[src/rtl/mps_pkg.sv]
package mps_pkg;

  localparam int unsigned DelayBitsDefault    = 16;
  localparam int unsigned PlayTimeBitsDefault = 32;

  localparam int unsigned FuncW    = 3;
  localparam int unsigned ElapsedW = 10;
  localparam int unsigned CfgW     = 16;
  localparam int unsigned CfgIdxW  = 3;
  localparam int unsigned OutTimeW = 32;

  typedef enum logic [2:0] {
    FUNC_TICK            = 3'd0,
    FUNC_ON              = 3'd1,
    FUNC_READY           = 3'd2,
    FUNC_READY_NO_ORIGIN = 3'd3,
    FUNC_PLAY            = 3'd4,
    FUNC_STOP            = 3'd5,
    FUNC_OFF             = 3'd6
  } func_e;

  typedef enum logic [2:0] {
    MAIN_OFF        = 3'd0,
    MAIN_INIT       = 3'd1,
    MAIN_READY      = 3'd2,
    MAIN_READY_PLAY = 3'd3,
    MAIN_PLAY       = 3'd4,
    MAIN_READY_STOP = 3'd5,
    MAIN_END        = 3'd6
  } main_e;

  typedef enum logic [3:0] {
    SUB_OFF          = 4'd0,
    SUB_START_MOTION = 4'd1,
    SUB_INIT         = 4'd2,
    SUB_START        = 4'd3,
    SUB_ORIGIN       = 4'd4,
    SUB_ORIGIN_STOP  = 4'd5,
    SUB_STOP_READY   = 4'd6,
    SUB_READY        = 4'd7,
    SUB_LOAD         = 4'd8,
    SUB_PLAYING      = 4'd9,
    SUB_END          = 4'd10,
    SUB_END_STOP     = 4'd11,
    SUB_RESTART      = 4'd12,
    SUB_STOP_MOTION  = 4'd13,
    SUB_STOP         = 4'd14,
    SUB_DELAY        = 4'd15
  } sub_e;

  typedef enum logic [1:0] {
    CMD_SERVO_ON  = 2'd0,
    CMD_START     = 2'd1,
    CMD_STOP      = 2'd2,
    CMD_SERVO_OFF = 2'd3
  } cmd_e;

  typedef enum logic [2:0] {
    CFG_SERVO_ON_WAIT  = 3'd0,
    CFG_START_WAIT     = 3'd1,
    CFG_ORIGIN_WAIT    = 3'd2,
    CFG_STOP_WAIT      = 3'd3,
    CFG_END_WAIT       = 3'd4,
    CFG_SERVO_OFF_WAIT = 3'd5
  } cfg_idx_e;

  localparam logic [CfgW-1:0] ServoOnWaitRst  = 16'd1000;
  localparam logic [CfgW-1:0] StartWaitRst    = 16'd100;
  localparam logic [CfgW-1:0] OriginWaitRst   = 16'd500;
  localparam logic [CfgW-1:0] StopWaitRst     = 16'd3000;
  localparam logic [CfgW-1:0] EndWaitRst      = 16'd1000;
  localparam logic [CfgW-1:0] ServoOffWaitRst = 16'd1000;

endpackage

[src/rtl/mps_if.sv]
interface mps_in_if;
  logic                            valid;
  logic                            ready;
  logic [mps_pkg::FuncW-1:0]       func;
  logic [mps_pkg::ElapsedW-1:0]    elapsed_ms;

  modport source (output valid, output func, output elapsed_ms, input ready);
  modport sink   (input valid, input func, input elapsed_ms, output ready);
endinterface

interface mps_out_if;
  logic                            valid;
  logic                            ready;
  logic [2:0]                      main_state;
  logic [3:0]                      step_code;
  logic                            play_accepted;
  logic                            command_valid;
  logic [1:0]                      command_code;
  logic [mps_pkg::OutTimeW-1:0]    play_time_ms;

  modport source (output valid, output main_state, output step_code, output play_accepted,
                  output command_valid, output command_code, output play_time_ms,
                  input ready);
  modport sink   (input valid, input main_state, input step_code, input play_accepted,
                  input command_valid, input command_code, input play_time_ms,
                  output ready);
endinterface

[src/rtl/motion_platform_sequencer_core.sv]
// Each input transfer's result is registered in the output register.
// Throughput: one item per cycle while the output is not stalled; the state update is a single
// combinational pass between the sequencer state registers and the output register.
// A new item is taken while the output register is empty or being drained.
// Reset (rst_ni low, asynchronous): state returns to off, delay and play time clear,
// wait registers take their default values and the output register empties.
module motion_platform_sequencer_core #(
  parameter int unsigned DELAY_BITS     = mps_pkg::DelayBitsDefault,
  parameter int unsigned PLAY_TIME_BITS = mps_pkg::PlayTimeBitsDefault
) (
  input  logic                         clk_i,
  input  logic                         rst_ni,
  mps_in_if.sink                       in_i,
  mps_out_if.source                    out_o,
  input  logic                         cfg_we_i,
  input  logic [mps_pkg::CfgIdxW-1:0]  cfg_idx_i,
  input  logic [mps_pkg::CfgW-1:0]     cfg_data_i
);

  localparam int unsigned CmpW = (DELAY_BITS > mps_pkg::ElapsedW) ? DELAY_BITS
                                                                   : mps_pkg::ElapsedW;
  localparam int unsigned LdW  = (DELAY_BITS > mps_pkg::CfgW) ? DELAY_BITS : mps_pkg::CfgW;
  localparam int unsigned PtxW = (PLAY_TIME_BITS > mps_pkg::OutTimeW) ? PLAY_TIME_BITS
                                                                       : mps_pkg::OutTimeW;

  // wait registers
  logic [mps_pkg::CfgW-1:0] servo_on_wait_q, start_wait_q, origin_wait_q;
  logic [mps_pkg::CfgW-1:0] stop_wait_q, end_wait_q, servo_off_wait_q;

  // sequencer state
  mps_pkg::main_e              mode_q, mode_d;
  mps_pkg::sub_e               step_q, step_d;
  mps_pkg::sub_e               next_q, next_d;
  logic [DELAY_BITS-1:0]       rem_q, rem_d;
  logic [PLAY_TIME_BITS-1:0]   pt_q, pt_d;

  // output register
  logic                        out_valid_q;
  mps_pkg::main_e              res_main_q;
  mps_pkg::sub_e               res_sub_q;
  logic                        res_acc_q, acc_d;
  logic                        res_cmd_v_q, cmd_v_d;
  mps_pkg::cmd_e               res_cmd_q, cmd_d;
  logic [mps_pkg::OutTimeW-1:0] res_pt_q;

  logic                        accept;
  mps_pkg::func_e              func;
  logic [CmpW-1:0]             rem_ext, el_ext;
  logic [PLAY_TIME_BITS:0]     pt_sum;
  logic                        ld_en;
  logic [mps_pkg::CfgW-1:0]    ld_val;
  mps_pkg::sub_e               ld_next;

  assign in_i.ready = !out_valid_q || out_o.ready;
  assign accept     = in_i.valid && in_i.ready;
  assign func       = mps_pkg::func_e'(in_i.func);
  assign rem_ext    = CmpW'(rem_q);
  assign el_ext     = CmpW'(in_i.elapsed_ms);
  assign pt_sum     = (PLAY_TIME_BITS + 1)'(pt_q) + (PLAY_TIME_BITS + 1)'(in_i.elapsed_ms);

  always_ff @(posedge clk_i or negedge rst_ni) begin
    if (!rst_ni) begin
      servo_on_wait_q  <= mps_pkg::ServoOnWaitRst;
      start_wait_q     <= mps_pkg::StartWaitRst;
      origin_wait_q    <= mps_pkg::OriginWaitRst;
      stop_wait_q      <= mps_pkg::StopWaitRst;
      end_wait_q       <= mps_pkg::EndWaitRst;
      servo_off_wait_q <= mps_pkg::ServoOffWaitRst;
    end else if (cfg_we_i) begin
      case (mps_pkg::cfg_idx_e'(cfg_idx_i))
        mps_pkg::CFG_SERVO_ON_WAIT:  servo_on_wait_q  <= cfg_data_i;
        mps_pkg::CFG_START_WAIT:     start_wait_q     <= cfg_data_i;
        mps_pkg::CFG_ORIGIN_WAIT:    origin_wait_q    <= cfg_data_i;
        mps_pkg::CFG_STOP_WAIT:      stop_wait_q      <= cfg_data_i;
        mps_pkg::CFG_END_WAIT:       end_wait_q       <= cfg_data_i;
        mps_pkg::CFG_SERVO_OFF_WAIT: servo_off_wait_q <= cfg_data_i;
        default: ;
      endcase
    end
  end

  always_comb begin
    mode_d  = mode_q;
    step_d  = step_q;
    next_d  = next_q;
    rem_d   = rem_q;
    pt_d    = pt_q;
    acc_d   = 1'b0;
    cmd_v_d = 1'b0;
    cmd_d   = mps_pkg::CMD_SERVO_ON;
    ld_en   = 1'b0;
    ld_val  = '0;
    ld_next = mps_pkg::SUB_OFF;

    case (func)
      mps_pkg::FUNC_TICK: begin
        case (step_q)
          mps_pkg::SUB_OFF:   mode_d = mps_pkg::MAIN_OFF;
          mps_pkg::SUB_INIT: begin
            cmd_v_d = 1'b1;
            cmd_d   = mps_pkg::CMD_SERVO_ON;
            ld_en   = 1'b1;
            ld_val  = servo_on_wait_q;
            ld_next = mps_pkg::SUB_STOP_READY;
          end
          mps_pkg::SUB_START: begin
            mode_d  = mps_pkg::MAIN_READY_PLAY;
            cmd_v_d = 1'b1;
            cmd_d   = mps_pkg::CMD_START;
            ld_en   = 1'b1;
            ld_val  = start_wait_q;
            ld_next = mps_pkg::SUB_PLAYING;
          end
          mps_pkg::SUB_ORIGIN: begin
            ld_en   = 1'b1;
            ld_next = mps_pkg::SUB_READY;
          end
          mps_pkg::SUB_ORIGIN_STOP: begin
            ld_en   = 1'b1;
            ld_val  = origin_wait_q;
            ld_next = mps_pkg::SUB_STOP_READY;
          end
          mps_pkg::SUB_STOP_READY: begin
            cmd_v_d = 1'b1;
            cmd_d   = mps_pkg::CMD_STOP;
            ld_en   = 1'b1;
            ld_val  = stop_wait_q;
            ld_next = mps_pkg::SUB_READY;
          end
          mps_pkg::SUB_READY: mode_d = mps_pkg::MAIN_READY;
          mps_pkg::SUB_LOAD: begin
            ld_en   = 1'b1;
            ld_val  = start_wait_q;
            ld_next = mps_pkg::SUB_START;
          end
          mps_pkg::SUB_PLAYING: begin
            mode_d = mps_pkg::MAIN_PLAY;
            // carry out means the sum passed the top of the range
            pt_d   = pt_sum[PLAY_TIME_BITS] ? '1 : pt_sum[PLAY_TIME_BITS-1:0];
          end
          mps_pkg::SUB_END: begin
            ld_en   = 1'b1;
            ld_val  = end_wait_q;
            ld_next = mps_pkg::SUB_END_STOP;
          end
          mps_pkg::SUB_END_STOP: begin
            cmd_v_d = 1'b1;
            cmd_d   = mps_pkg::CMD_STOP;
            ld_en   = 1'b1;
            ld_val  = stop_wait_q;
            ld_next = mps_pkg::SUB_STOP;
          end
          mps_pkg::SUB_STOP: begin
            cmd_v_d = 1'b1;
            cmd_d   = mps_pkg::CMD_SERVO_OFF;
            ld_en   = 1'b1;
            ld_val  = servo_off_wait_q;
            ld_next = mps_pkg::SUB_OFF;
          end
          mps_pkg::SUB_DELAY: begin
            // leaves once the remaining time would drop below zero
            if (el_ext > rem_ext) begin
              step_d = next_q;
            end else begin
              rem_d = DELAY_BITS'(rem_ext - el_ext);
            end
          end
          mps_pkg::SUB_START_MOTION: step_d = mps_pkg::SUB_INIT;
          mps_pkg::SUB_STOP_MOTION:  step_d = mps_pkg::SUB_END;
          default: ;
        endcase
      end
      mps_pkg::FUNC_ON: begin
        mode_d = mps_pkg::MAIN_INIT;
        step_d = mps_pkg::SUB_START_MOTION;
      end
      mps_pkg::FUNC_READY: begin
        mode_d = mps_pkg::MAIN_READY_STOP;
        step_d = mps_pkg::SUB_ORIGIN_STOP;
        pt_d   = '0;
      end
      mps_pkg::FUNC_READY_NO_ORIGIN: begin
        pt_d    = '0;
        ld_en   = 1'b1;
        ld_val  = start_wait_q;
        ld_next = mps_pkg::SUB_STOP_READY;
      end
      mps_pkg::FUNC_PLAY: begin
        case (mode_q)
          mps_pkg::MAIN_READY_PLAY: acc_d = 1'b1;
          mps_pkg::MAIN_READY_STOP: begin
            // restarts but reports not accepted
            mode_d = mps_pkg::MAIN_READY_PLAY;
            step_d = mps_pkg::SUB_START;
          end
          mps_pkg::MAIN_PLAY: begin
            acc_d = 1'b1;
            if (step_q == mps_pkg::SUB_DELAY) begin
              step_d = mps_pkg::SUB_START;
            end
          end
          mps_pkg::MAIN_READY: begin
            acc_d  = 1'b1;
            mode_d = mps_pkg::MAIN_READY_PLAY;
            step_d = mps_pkg::SUB_START;
          end
          default: ;
        endcase
      end
      mps_pkg::FUNC_STOP: begin
        if (mode_q == mps_pkg::MAIN_READY_PLAY || mode_q == mps_pkg::MAIN_PLAY) begin
          mode_d = mps_pkg::MAIN_READY_STOP;
          step_d = mps_pkg::SUB_ORIGIN_STOP;
          pt_d   = '0;
        end
      end
      mps_pkg::FUNC_OFF: begin
        mode_d = mps_pkg::MAIN_END;
        step_d = mps_pkg::SUB_STOP_MOTION;
      end
      default: ;
    endcase

    if (ld_en) begin
      step_d = mps_pkg::SUB_DELAY;
      rem_d  = DELAY_BITS'(LdW'(ld_val));
      next_d = ld_next;
    end
  end

  always_ff @(posedge clk_i or negedge rst_ni) begin
    if (!rst_ni) begin
      mode_q      <= mps_pkg::MAIN_OFF;
      step_q      <= mps_pkg::SUB_OFF;
      next_q      <= mps_pkg::SUB_OFF;
      rem_q       <= '0;
      pt_q        <= '0;
      out_valid_q <= 1'b0;
    end else begin
      if (accept) begin
        mode_q <= mode_d;
        step_q <= step_d;
        next_q <= next_d;
        rem_q  <= rem_d;
        pt_q   <= pt_d;
      end
      if (accept) begin
        out_valid_q <= 1'b1;
      end else if (out_o.ready) begin
        out_valid_q <= 1'b0;
      end
    end
  end

  always_ff @(posedge clk_i) begin
    if (accept) begin
      res_main_q  <= mode_d;
      res_sub_q   <= step_d;
      res_acc_q   <= acc_d;
      res_cmd_v_q <= cmd_v_d;
      res_cmd_q   <= cmd_d;
      res_pt_q    <= mps_pkg::OutTimeW'(PtxW'(pt_d));
    end
  end

  assign out_o.valid         = out_valid_q;
  assign out_o.main_state    = res_main_q;
  assign out_o.step_code     = res_sub_q;
  assign out_o.play_accepted = res_acc_q;
  assign out_o.command_valid = res_cmd_v_q;
  assign out_o.command_code  = res_cmd_q;
  assign out_o.play_time_ms  = res_pt_q;

endmodule

[src/flat_wrapper.sv]
// flat-port wrapper written by rule: the top's interface ports become plain ports
module motion_platform_sequencer_core_flat 
#(
  parameter int unsigned DELAY_BITS     = mps_pkg::DelayBitsDefault,
  parameter int unsigned PLAY_TIME_BITS = mps_pkg::PlayTimeBitsDefault
)
  (clk_i, rst_ni, cfg_we_i, cfg_idx_i, cfg_data_i, in_i_valid, in_i_func, in_i_elapsed_ms, in_i_ready, out_o_valid, out_o_main_state, out_o_step_code, out_o_play_accepted, out_o_command_valid, out_o_command_code, out_o_play_time_ms, out_o_ready);
  mps_in_if in_i_i ();
  mps_out_if out_o_i ();
  input  logic clk_i;
  input  logic rst_ni;
  input  logic cfg_we_i;
  input  logic [mps_pkg::CfgIdxW-1:0] cfg_idx_i;
  input  logic [mps_pkg::CfgW-1:0] cfg_data_i;
  input wire logic [$bits(in_i_i.valid)-1:0] in_i_valid;
  input wire logic [$bits(in_i_i.func)-1:0] in_i_func;
  input wire logic [$bits(in_i_i.elapsed_ms)-1:0] in_i_elapsed_ms;
  output wire logic [$bits(in_i_i.ready)-1:0] in_i_ready;
  output wire logic [$bits(out_o_i.valid)-1:0] out_o_valid;
  output wire logic [$bits(out_o_i.main_state)-1:0] out_o_main_state;
  output wire logic [$bits(out_o_i.step_code)-1:0] out_o_step_code;
  output wire logic [$bits(out_o_i.play_accepted)-1:0] out_o_play_accepted;
  output wire logic [$bits(out_o_i.command_valid)-1:0] out_o_command_valid;
  output wire logic [$bits(out_o_i.command_code)-1:0] out_o_command_code;
  output wire logic [$bits(out_o_i.play_time_ms)-1:0] out_o_play_time_ms;
  input wire logic [$bits(out_o_i.ready)-1:0] out_o_ready;
  assign in_i_i.valid = in_i_valid;
  assign in_i_i.func = in_i_func;
  assign in_i_i.elapsed_ms = in_i_elapsed_ms;
  assign in_i_ready = in_i_i.ready;
  assign out_o_valid = out_o_i.valid;
  assign out_o_main_state = out_o_i.main_state;
  assign out_o_step_code = out_o_i.step_code;
  assign out_o_play_accepted = out_o_i.play_accepted;
  assign out_o_command_valid = out_o_i.command_valid;
  assign out_o_command_code = out_o_i.command_code;
  assign out_o_play_time_ms = out_o_i.play_time_ms;
  assign out_o_i.ready = out_o_ready;
  motion_platform_sequencer_core #(.DELAY_BITS(DELAY_BITS), .PLAY_TIME_BITS(PLAY_TIME_BITS)) u_core (.clk_i(clk_i), .rst_ni(rst_ni), .in_i(in_i_i), .out_o(out_o_i), .cfg_we_i(cfg_we_i), .cfg_idx_i(cfg_idx_i), .cfg_data_i(cfg_data_i));
endmodule
[config.mk]
export PLATFORM = sky130hd
export DESIGN_NAME = motion_platform_sequencer_core_flat
export DESIGN_NICKNAME = d
export VERILOG_FILES = /design/src/rtl/mps_pkg.sv /design/src/rtl/mps_if.sv /design/src/rtl/motion_platform_sequencer_core.sv /design/src/flat_wrapper.sv
export SDC_FILE = /design/constraint.sdc
export NUM_CORES = 1
export LEC_CHECK = 0
export ABC_AREA = 0
export BUFFER_PORTS_ARGS = -buffer_cell sky130_fd_sc_hd__clkbuf_2
export CAP_MARGIN = 15
export CELL_PAD_IN_SITES_DETAIL_PLACEMENT = 2
export CELL_PAD_IN_SITES_GLOBAL_PLACEMENT = 2
export CORE_MARGIN = 10
export CORE_UTILIZATION = 36
export DETAILED_ROUTE_END_ITERATION = 16
export PLACE_DENSITY = 0.79
export SLEW_MARGIN = 10
export SYNTH_ARGS = -nofsm -noshare
export SYNTH_HDL_FRONTEND = slang
export SYNTH_SLANG_ARGS = --single-unit
[constraint.sdc]
create_clock -name clk_i -period 2.8 [get_ports clk_i]
set_clock_uncertainty 0.05 [all_clocks]
set_input_delay 0.56 -clock clk_i [delete_from_list [all_inputs] [get_ports clk_i]]
set_output_delay 0.56 -clock clk_i [all_outputs]
set_load 0.02 [all_outputs]
==> flow_metrics.py, run 1 <==
metrics = {
    "die": {
        "die_x_um": 198,
        "core_area_um2": 31500,
        "die_y_um": 198,
        "rows": 65,
        "pin_count": 82,
        "initial_core_util_pct": 36.4,
        "dieArea_um2": 39300,
    },
    "setup_path": {
        "path_class": "reg -> reg",
        "path_delay_family": "compound AO/OA/AOI/OAI gates",
        "cp_max_fo": 4,
        "end_kind": "flip-flop",
        "crit_path_max_incr_delay_ns": 0.45,
        "crit_cells": 10,
        "crit_slowest_cell": "dfrtp_1",
        "path_cells": "ha_1 > a21oi_1 > buf_4 > nand4b_1 > a211oi_2 > buf_4 > o21ai_0 > buf_4 > a21o_1 > a22o_1",
        "path_buf_inv": 3,
        "critPathArrivalTime_ns": 2.96,
        "cp-start-kind": "flip-flop",
        "crit_top_cell": "buf_4",
        "worstRegToRegCells": 10,
        "required_ns": 2.98,
    },
    "clock_network": {
        "hold_buffers": 0,
        "cts-htree-levels": 4,
        "clk_latency_ns": 0.49,
        "cts_buffers": 17,
        "cts_root_buffer": "clkbuf_16",
        "path_clk_slew_ns": 0.08,
        "cts_tree": "built",
        "clk_path_buf_depth": 2,
        "cts_sinks": 199,
    },
    "sta": {
        "hold_viol": 0,
        "timing.final.crit_period_ns": 2.79,
        "rsz0062_at_grt": "yes",
        "finalSetupViolCount": 0,
        "relSlewSlack_pct": 53.5,
        "worst_pin_slew_ns": 0.697,
        "clock.fmax_ghz": 0.359,
        "fin_ws_ns": 0.0144,
        "maxSlewViolCount": 0,
        "min_period_over_period_pct": 99.5,
    },
    "logic_synthesis": {
        "ys_seq_area_share_pct": 45.8,
        "synthCells": 1096,
        "syn_area_per_cell_um2": 10.4,
        "synth_cell_types": 90,
        "synth_common_cells": "dfrtp_1 (122), mux2_2 (106), nand2_1 (81)",
        "yosys.area.top_type": "dfrtp_1",
        "mappedNetlistArea_um2": 11400,
        "synth_edf_count": 43,
        "synth.most_common_cell": "dfrtp_1",
        "synth_top_flop_cell": "dfrtp_1",
        "ys_ff_latch": 199,
        "synthTopCellsByArea": "dfrtp_1 (27%), edfxtp_1 (11%), mux2_2 (10%)",
        "synth_fp_nets": 1155,
        "synth_top_area_share_pct": 26.7,
        "async_flop_share_pct": 78.4,
        "yosysWarnings": 0,
    },
    "placed_design": {
        "gp_congestion": 0.885,
        "dpl_cell_area_um2": 13300,
        "dp_hpwl_um": 31500,
        "dp_slack_ns": -0.390,
        "place.port_buffers": 81,
    },
    "layout": {
        "antenna_cells": 0,
        "postLayoutCellArea_um2": 14300,
        "drive_gt1_share_pct": 37.7,
        "final_nets": 1348,
        "finish.utilization_pct": 45.4,
        "areaGrowthSynthToFinish_pct": 25.0,
    },
    "outcome": {
        "status": "finished clean",
    },
    "worst_hold_path": {
        "hp-class": "in -> async",
    },
    "global_route": {
        "grt_pass1_wl_um": 69700,
        "gr-usage-all-layers_pct": 23.0,
        "antenna_found_initial": 0,
        "grt-ovfl-total": 0,
        "grt_pass1_vias": 11500,
        "grt_max_degree": 54,
    },
    "route": {
        "vias_per_cell": 6.02,
        "wl_per_cell_um": 26.5,
        "detail-route-antenna-nets": 0,
        "initialDrtViolationCount": 696,
        "vias": 10300,
        "drcViolationCount": 0,
        "finalWirelength_um": 45100,
        "firstDrtPassIters": 5,
    },
    "power": {
        "power_density_nw_per_um2": 729,
        "leakage_nw": 6.02,
        "peakVddDrop_v": 0.000601,
    },
    "run": {
        "maxCapViolCount": 0,
    },
}
per-stage QoR:
stage / instances / setup TNS, ns / power (mW) / hold WS (ns)
after floorplan: 1096 / 0 / 6.12 / 0.214
after global placement: 1659 / -9.74 / 7.31 / 0.423
after detailed placement: 1659 / -17.89 / 7.55 / 0.444
after CTS: 1695 / 0 / 10.4 / 0.0184
after global routing: 1704 / -0.170 / 11.0 / 0.0319
final: 1704 / 0 / 10.4 / 0.00237
flip-flops by register name, indices dropped and copies added, names as in the netlist, 2 cells and up:
name,count
u_core.stop_wait_q,16
u_core.pt_q,32
u_core.mode_q,3
u_core.step_q,4
u_core.end_wait_q,16
u_core.servo_off_wait_q,16
u_core.start_wait_q,16
u_core.rem_ext,16
u_core.out_o.command_code,2
u_core.out_o.play_time_ms,32
u_core.out_o.main_state,3
u_core.out_o.step_code,4
u_core.origin_wait_q,16
u_core.next_q,4
u_core.servo_on_wait_q,16
per-layer routing:
| layer | wire, um | GRT usage (%) | up-vias | share of wire (%) |
|---|---|---|---|---|
| met5 | 0 | 0 | - | 0 |
| met4 | 963 | 7.57 | 0 | 2.1 |
| met3 | 1790 | 4.40 | 67 | 4.0 |
| met2 | 23400 | 40.5 | 239 | 52 |
| met1 | 18900 | 27.5 | 5386 | 42 |
| li1 | - | - | 4565 | - |
worst paths after layout:
path | slack (ns) | endpoint | from
max in group asynchronous | 1.91 | u_core.stop_wait_q[11]$_DFFE_PN1P_ | rst_ni
min in group clk_i | 0.24 | u_core.out_o.valid$_DFFE_PN0P_ | in_i_valid
worst min-delay path | 0.002 | u_core.pt_q[20]$_DFFE_PN0P_ | rst_ni
worst max-delay path | 0.01 | u_core.out_o.play_time_ms[11]$_DFFE_PP_ | u_core.pt_q[1]$_DFFE_PN0P_
worst max register to register | 0.01 | u_core.out_o.play_time_ms[11]$_DFFE_PP_ | u_core.pt_q[1]$_DFFE_PN0P_
worst min register to register | 0.46 | u_core.servo_off_wait_q[11]$_DFFE_PN0P_ | u_core.servo_off_wait_q[11]$_DFFE_PN0P_
final cells by class:
cell class,count,area (um2)
Timing Repair Buffer,242,1740
Multi-Input combinational cell,800,6080
Tap cell,402,503
Fill cell,3307,17200
Inverter,29,109
Clock inverter,15,215
Sequential cell,199,5240
Clock buffer,17,425
kinds of logic (layout without fill, tap and decap cells):
group	count (synthesis)	after routing	share of synthesized area, %
muxes	119	119	11.8
AOI/OAI and AO/OA	358	358	22.3
adders and majority gates	22	22	2.54
buffers and inverters	97	303	3.53
and+or+nand+nor	288	288	13.1
xor gates and xnor gates	13	13	0.995
DFF	199	199	45.8
where the power goes:
group | internal, mW | switching, mW
combinational | 1.62 | 2.10
sequential | 3.57 | 0.396
clock | 1.33 | 1.41
total | 6.53 | 3.90
cell usage in the layout (no fill, tap or decap), types with 7 or more instances in the layout:
master / synthesis / final
nand3_1: 18 / 17
nand2_1: 81 / 80
o22ai_1: 11 / 10
dfrtp_1: 122 / 122
inv_1: 29 / 28
edfxtp_1: 43 / 43
dfstp_2: 34 / 34
o21ai_0: 63 / 63
mux2i_1: 11 / 11
nor3_2: 1 / 7
o221ai_1: 9 / 8
o21a_1: 8 / 8
a22o_1: 24 / 24
ha_1: 20 / 20
nand2b_1: 17 / 15
nor3_1: 26 / 19
clkbuf_2: 1 / 80
nor2_1: 60 / 60
buf_4: 0 / 151
a22oi_1: 16 / 16
a21oi_1: 73 / 68
mux2_2: 106 / 106
a21o_1: 22 / 22
nor2b_1: 7 / 7
nand3b_1: 7 / 7
buf_12: 0 / 9
nand4_1: 14 / 14
a211oi_1: 11 / 8
a221o_1: 9 / 9
clkbuf_16: 0 / 17
xnor2_1: 8 / 8
a221oi_1: 9 / 9
o211ai_1: 14 / 14
a21oi_2: 7 / 11
a31oi_1: 10 / 9
timing repair:
item	4_1_cts	5_1_grt
buffers inserted	4	9
gates resized for setup	9	26
pin swaps	2	10
setup endpoints to repair	31	53
Power figures use the tool's default switching activity.
==> inputs of run 2 (changes only) <==
Settings changed: CORE_MARGIN 10 to 2.
==> run 2 against run 1 <==
Compared with the run above: the flow now finishes with violations (setup timing); clock-buffer cell count did not move; largest power group unchanged; critical path type unchanged; highest routed layer unchanged; setup slack lost 0.089 ns; routed wire length grew 0.24%; sequential cell count did not move.
==> flow_metrics.py, run 2 (synthesized netlist as in run 1, its figures left out) <==
metrics = {
    "outcome": {
        "status": "finished, violations left",
        "violations": "setup timing",
    },
    "clock_network": {
        "cts_root_buffer": "clkbuf_16",
        "cts_sinks": 199,
        "cts-htree-levels": 4,
        "cts_buffers": 17,
        "path_clk_slew_ns": 0.08,
        "clk_latency_ns": 0.47,
        "cts_tree": "built",
        "clk_path_buf_depth": 2,
    },
    "global_route": {
        "gr-usage-all-layers_pct": 26.4,
        "grt_pass1_vias": 11500,
        "grt_pass1_wl_um": 67700,
        "grt_max_degree": 54,
        "antenna_found_initial": 0,
        "grt-ovfl-total": 0,
    },
    "layout": {
        "postLayoutCellArea_um2": 14200,
        "layout_commonest_cell": "buf_4",
        "antenna_cells": 0,
        "areaGrowthSynthToFinish_pct": 24.2,
        "final_cell_mix": "buf_4 (158), dfrtp_1 (122), mux2_2 (106)",
        "finish.utilization_pct": 45.3,
        "final_nets": 1350,
        "drive_gt1_share_pct": 37.7,
    },
    "power": {
        "p_switching_mw": 3.84,
        "power.total_mw": 10.2,
        "pwr-share-comb_pct": 36.0,
        "power_density_nw_per_um2": 719,
        "power_switching_share_pct": 37.6,
        "p_seq_share_pct": 38.7,
        "p_int_mw": 6.38,
        "leakage_nw": 6.04,
        "peakVddDrop_v": 0.000533,
        "p_clk_share_pct": 25.2,
    },
    "setup_path": {
        "cp_max_fo": 6,
        "path_cells": "ha_2 > nand4_1 > nor3_1 > o2111ai_2 > a211oi_2 > o21ai_0 > a211o_1",
        "critPathArrivalTime_ns": 3.03,
        "worstRegToRegCells": 7,
        "cp-start-kind": "flip-flop",
        "r2r_slack_ns": -0.07,
        "crit_cells": 7,
        "crit_slowest_cell": "dfrtp_1",
        "reg2reg_to": "u_core.out_o.play_time_ms[31]$_DFFE_PP_",
        "required_ns": 2.96,
        "timing.rr.start": "u_core.pt_q[8]$_DFFE_PN0P_",
        "end_kind": "flip-flop",
        "path_buf_inv": 0,
        "path_delay_family": "compound AO/OA/AOI/OAI gates",
        "crit_path_max_incr_delay_ns": 0.42,
        "path_class": "reg -> reg",
    },
    "die": {
        "pin_count": 82,
        "initial_core_util_pct": 36.5,
        "rows": 65,
        "core_area_um2": 31400,
        "dieArea_um2": 33200,
        "die_y_um": 182,
        "die_x_um": 182,
    },
    "sta": {
        "maxSlewViolCount": 0,
        "clock.fmax_ghz": 0.348,
        "finalSetupViolCount": 3,
        "fin_ws_ns": -0.0742,
        "relSlewSlack_pct": 46.2,
        "hold_viol": 0,
        "min_period_over_period_pct": 103,
        "setup_tns_ns": -0.0843,
        "worst_pin_slew_ns": 0.805,
        "timing.final.crit_period_ns": 2.87,
    },
    "route": {
        "detail-route-antenna-nets": 0,
        "firstDrtPassIters": 5,
        "drcViolationCount": 0,
        "vias_per_cell": 6.11,
        "initialDrtViolationCount": 674,
        "finalWirelength_um": 45300,
        "wl_per_cell_um": 26.5,
        "vias": 10400,
    },
    "placed_design": {
        "gp_congestion": 0.892,
        "dpl_cell_area_um2": 13300,
        "dp_slack_ns": -0.331,
        "dp_hpwl_um": 30900,
        "place.port_buffers": 81,
    },
    "run": {
        "maxCapViolCount": 0,
    },
    "worst_hold_path": {
        "hp-class": "in -> async",
    },
}
==> run 2: cell types whose count changed in the layout (fill, tap and decap cells not counted), sizes merged <==
cell	previous run	this run
inv	40	37
nand2b	17	18
clkinv	3	6
bufinv	1	0
clkinvlp	0	1
nor3	28	29
==> run 2: worst max path at each step <==
stage | from | to
finish | u_core.pt_q[8]$_DFFE_PN0P_ | u_core.out_o.play_time_ms[31]$_DFFE_PP_
global route | u_core.pt_q[8]$_DFFE_PN0P_ | u_core.out_o.play_time_ms[31]$_DFFE_PP_
CTS | u_core.pt_q[8]$_DFFE_PN0P_ | u_core.out_o.play_time_ms[20]$_DFFE_PP_
detailed placement | in_i_elapsed_ms[0] | u_core.out_o.play_time_ms[23]$_DFFE_PP_
global placement | in_i_elapsed_ms[0] | u_core.out_o.play_time_ms[23]$_DFFE_PP_
floorplan | in_i_elapsed_ms[0] | u_core.out_o.play_time_ms[27]$_DFFE_PP_
==> run 2: cell type report <==
class / count / area, um2
timing repair buffer: 242 / 1660
clock buffer: 17 / 425
clock inverter: 15 / 176
sequential: 199 / 5240
fill: 3284 / 17200
inverter: 29 / 109
tap: 402 / 503
multi-input combinational: 802 / 6100
==> run 2: metrics by stage <==
step           hold WS (ns)  std cells
2_1_floorplan         0.214       1096
3_3_place_gp          0.414       1666
3_5_place_dp          0.429       1666
4_1_cts              0.0434       1698
5_1_grt              0.0574       1706
6_report             0.0178       1706
==> run 2: routing by layer <==
layer	vias up	routed length, um	track usage [%]
met5	-	0	0
met4	0	1280	9.87
met3	90	1810	4.13
met2	304	23300	47.0
met1	5457	18800	32.3
li1	4568	-	-
==> run 2: power groups by stage <==
stage | clock network (mW) | registers, mW | logic (mW)
floorplan | 0 | 3.90 | 2.22
finish | 2.58 | 3.96 | 3.68
global route | 2.72 | 4.02 | 3.97
global placement | 0 | 3.94 | 3.37
detailed placement | 0 | 4.00 | 3.53
CTS | 2.61 | 3.95 | 3.60
==> run 2: what timing repair did <==
action / in CTS / in global routing
setup endpoints to repair: 11 / 57
pin swaps: 1 / 7
cloned: 0 / 2
setup buffers: 0 / 6
gates resized for setup: 6 / 31
hold endpoints to repair: 0 / 0
hold buffers: 0 / 0
==> run 2: worst register-to-register path, stage by stage, from the launching register on <==
cell	delay, ns
dfrtp_1	0.42
ha_2	0.40
nand4_1	0.24
nor3_1	0.36
o2111ai_2	0.30
a211oi_2	0.35
o21ai_0	0.15
a211o_1	0.36
==> inputs of run 3 (changes only) <==
Settings changed: CORE_UTILIZATION 36 to 40, PLACE_DENSITY 0.79 to 0.83, SKIP_LAST_GASP from default to 1, SLEW_MARGIN 10 to 20.
Clock period 2.8 ns to 3.05 ns, I/O delays scaled along.
==> run 3 against run 2 <==
Compared with the run above: cell count is 4.9% lower; register-to-register slack improved by 0.19 ns; total power shrank 8.0%; utilization up 3.3 points; the flow now finishes without violations; sequential share of layout area increased by 1.6 points; clock-buffer cell count unchanged; non-clock buffer count is 58 lower; die area shrank 9.8%; via count fell by 0.36%; critical path depth increased by 1.
==> flow_metrics.py, run 3 (synthesized netlist as in run 1, its figures left out) <==
metrics = {
    "route": {
        "vias": 10400,
        "vias_per_cell": 6.40,
        "firstDrtPassIters": 6,
        "wl_per_cell_um": 28.5,
        "detail-route-antenna-nets": 0,
        "finalWirelength_um": 46200,
        "initialDrtViolationCount": 827,
        "drcViolationCount": 0,
    },
    "setup_path": {
        "crit_path_max_incr_delay_ns": 0.56,
        "path_buf_inv": 1,
        "r2r_slack_ns": 0.12,
        "crit_slowest_cell": "or4_4",
        "crit_cells": 8,
        "reg2reg_to": "u_core.out_o.step_code[0]$_DFFE_PP_",
        "critPathArrivalTime_ns": 3.07,
        "path_cells": "ha_1 > or4_4 > or3_4 > nor2_1 > o311ai_1 > buf_4 > o211ai_1 > o21ai_0",
        "crit_path_end": "u_core.out_o.step_code[0]$_DFFE_PP_",
        "timing.rr.start": "u_core.rem_ext[9]$_DFFE_PN0P_",
        "cp-start-kind": "flip-flop",
        "end_kind": "flip-flop",
        "required_ns": 3.19,
        "cp_max_fo": 6,
        "path_delay_family": "simple AND/OR/NAND/NOR gates",
        "path_class": "reg -> reg",
        "crit_start": "u_core.rem_ext[9]$_DFFE_PN0P_",
        "worstRegToRegCells": 8,
    },
    "clock_network": {
        "hold_buffers": 0,
        "cts_buffers": 17,
        "cts-htree-levels": 4,
        "cts_sinks": 199,
        "clk_latency_ns": 0.49,
        "cts_tree": "built",
        "cts_root_buffer": "clkbuf_16",
        "clk_path_buf_depth": 2,
        "path_clk_slew_ns": 0.09,
    },
    "power": {
        "power.total_mw": 9.41,
        "leakage_nw": 5.69,
        "peakVddDrop_v": 0.000476,
        "power_density_nw_per_um2": 691,
    },
    "die": {
        "pin_count": 82,
        "rows": 61,
        "initial_core_util_pct": 40.9,
        "die_x_um": 173,
        "die_y_um": 173,
        "dieArea_um2": 30000,
        "core_area_um2": 28000,
    },
    "sta": {
        "maxSlewViolCount": 0,
        "relSlewSlack_pct": 47.9,
        "fin_ws_ns": 0.120,
        "min_period_over_period_pct": 96.0,
        "timing.final.crit_period_ns": 2.93,
        "clock.fmax_ghz": 0.341,
        "hold_viol": 0,
        "rsz0062_at_grt": "yes",
        "finalSetupViolCount": 0,
        "worst_pin_slew_ns": 0.779,
    },
    "global_route": {
        "grt_max_degree": 58,
        "grt_pass1_vias": 11500,
        "grt-ovfl-total": 0,
        "grt_pass1_wl_um": 71400,
        "antenna_found_initial": 0,
        "gr-usage-all-layers_pct": 31.1,
    },
    "layout": {
        "antenna_cells": 0,
        "fill_cells": 2916,
        "final_nets": 1290,
        "areaGrowthSynthToFinish_pct": 18.9,
        "drive_gt1_share_pct": 32.8,
        "layout_commonest_cell": "dfrtp_1",
        "final_cell_mix": "dfrtp_1 (122), mux2_2 (106), buf_4 (97)",
    },
    "placed_design": {
        "gp_congestion": 0.874,
        "dp_slack_ns": -0.214,
        "dp_hpwl_um": 31000,
        "place.port_buffers": 81,
    },
    "worst_hold_path": {
        "hp-class": "in -> async",
    },
    "run": {
        "maxCapViolCount": 0,
    },
    "outcome": {
        "status": "finished clean",
    },
}
==> run 3: per-layer routing <==
layer,track usage (%),up-vias,part of all wire (%)
met5,0,-,0.063
met4,12.7,2,3.4
met3,4.99,105,4.3
met2,56.0,383,52
met1,36.9,5428,40
li1,-,4464,-
==> run 3: what timing repair did <==
action                                  4_1_cts  5_1_grt
endpoints found under the setup margin        4       39
cloned                                        0        1
setup buffers                                 0        3
gates resized for setup                       2       13
pin swaps                                     0        1
==> run 3: per-stage QoR <==
| stage | setup TNS [ns] | utilization [%] | instances | hold slack, ns | area (um2) |
|---|---|---|---|---|---|
| after floorplan | 0 | - | 1096 | 0.264 | 11500 |
| after global placement | -0.433 | 46.0 | 1586 | 0.413 | 12900 |
| after detailed placement | -2.17 | 46.0 | 1586 | 0.429 | 12900 |
| after CTS | -0.168 | 48.2 | 1618 | 0.0744 | 13500 |
| after global routing | 0 | 48.6 | 1622 | 0.0904 | 13600 |
| final | 0 | 48.6 | 1622 | 0.0493 | 13600 |
==> run 3: layout make-up <==
type	count	area [um2]	share of cell area, %
Clock buffer	17	425	3.12
Clock inverter	15	201	1.48
Inverter	29	109	0.800
Multi-Input combinational cell	800	5910	43.4
Sequential cell	199	5240	38.5
Tap cell	378	473	3.47
Timing Repair Buffer	184	1260	9.23
==> run 3: how the worst min path moves through the flow <==
| stage | start | to | slack [ns] | cells past startpoint |
|---|---|---|---|---|
| after floorplan | rst_ni | u_core.end_wait_q[0]$_DFFE_PN0P_ | 0.26 | 0 |
| after global placement | u_core.next_q[3]$_DFFE_PN0P_ | u_core.next_q[3]$_DFFE_PN0P_ | 0.41 | 2 |
| after detailed placement | u_core.next_q[1]$_DFFE_PN0P_ | u_core.next_q[1]$_DFFE_PN0P_ | 0.43 | 2 |
| after CTS | rst_ni | u_core.next_q[2]$_DFFE_PN0P_ | 0.07 | 1 |
| after global routing | rst_ni | u_core.pt_q[24]$_DFFE_PN0P_ | 0.09 | 1 |
| final | rst_ni | u_core.pt_q[24]$_DFFE_PN0P_ | 0.05 | 1 |
==> run 3: worst reg2reg max path, delay by kind of cell, from the launching register on <==
kind | cells | cell delay (ns)
AOI/OAI and AO/OA | 3 | 0.57
adders and majority gates | 1 | 0.21
buffers and inverters | 1 | 0.19
DFF | 1 | 0.41
and+or+nand+nor | 3 | 1.20
==> run 3: power breakdown <==
part / switching, mW / total, mW / leakage [nW] / internal (mW)
combinational: 1.89 / 3.24 / 3.08 / 1.34
clock: 1.28 / 2.48 / 0.300 / 1.20
sequential: 0.411 / 3.69 / 2.30 / 3.28
total: 3.59 / 9.41 / 5.69 / 5.82
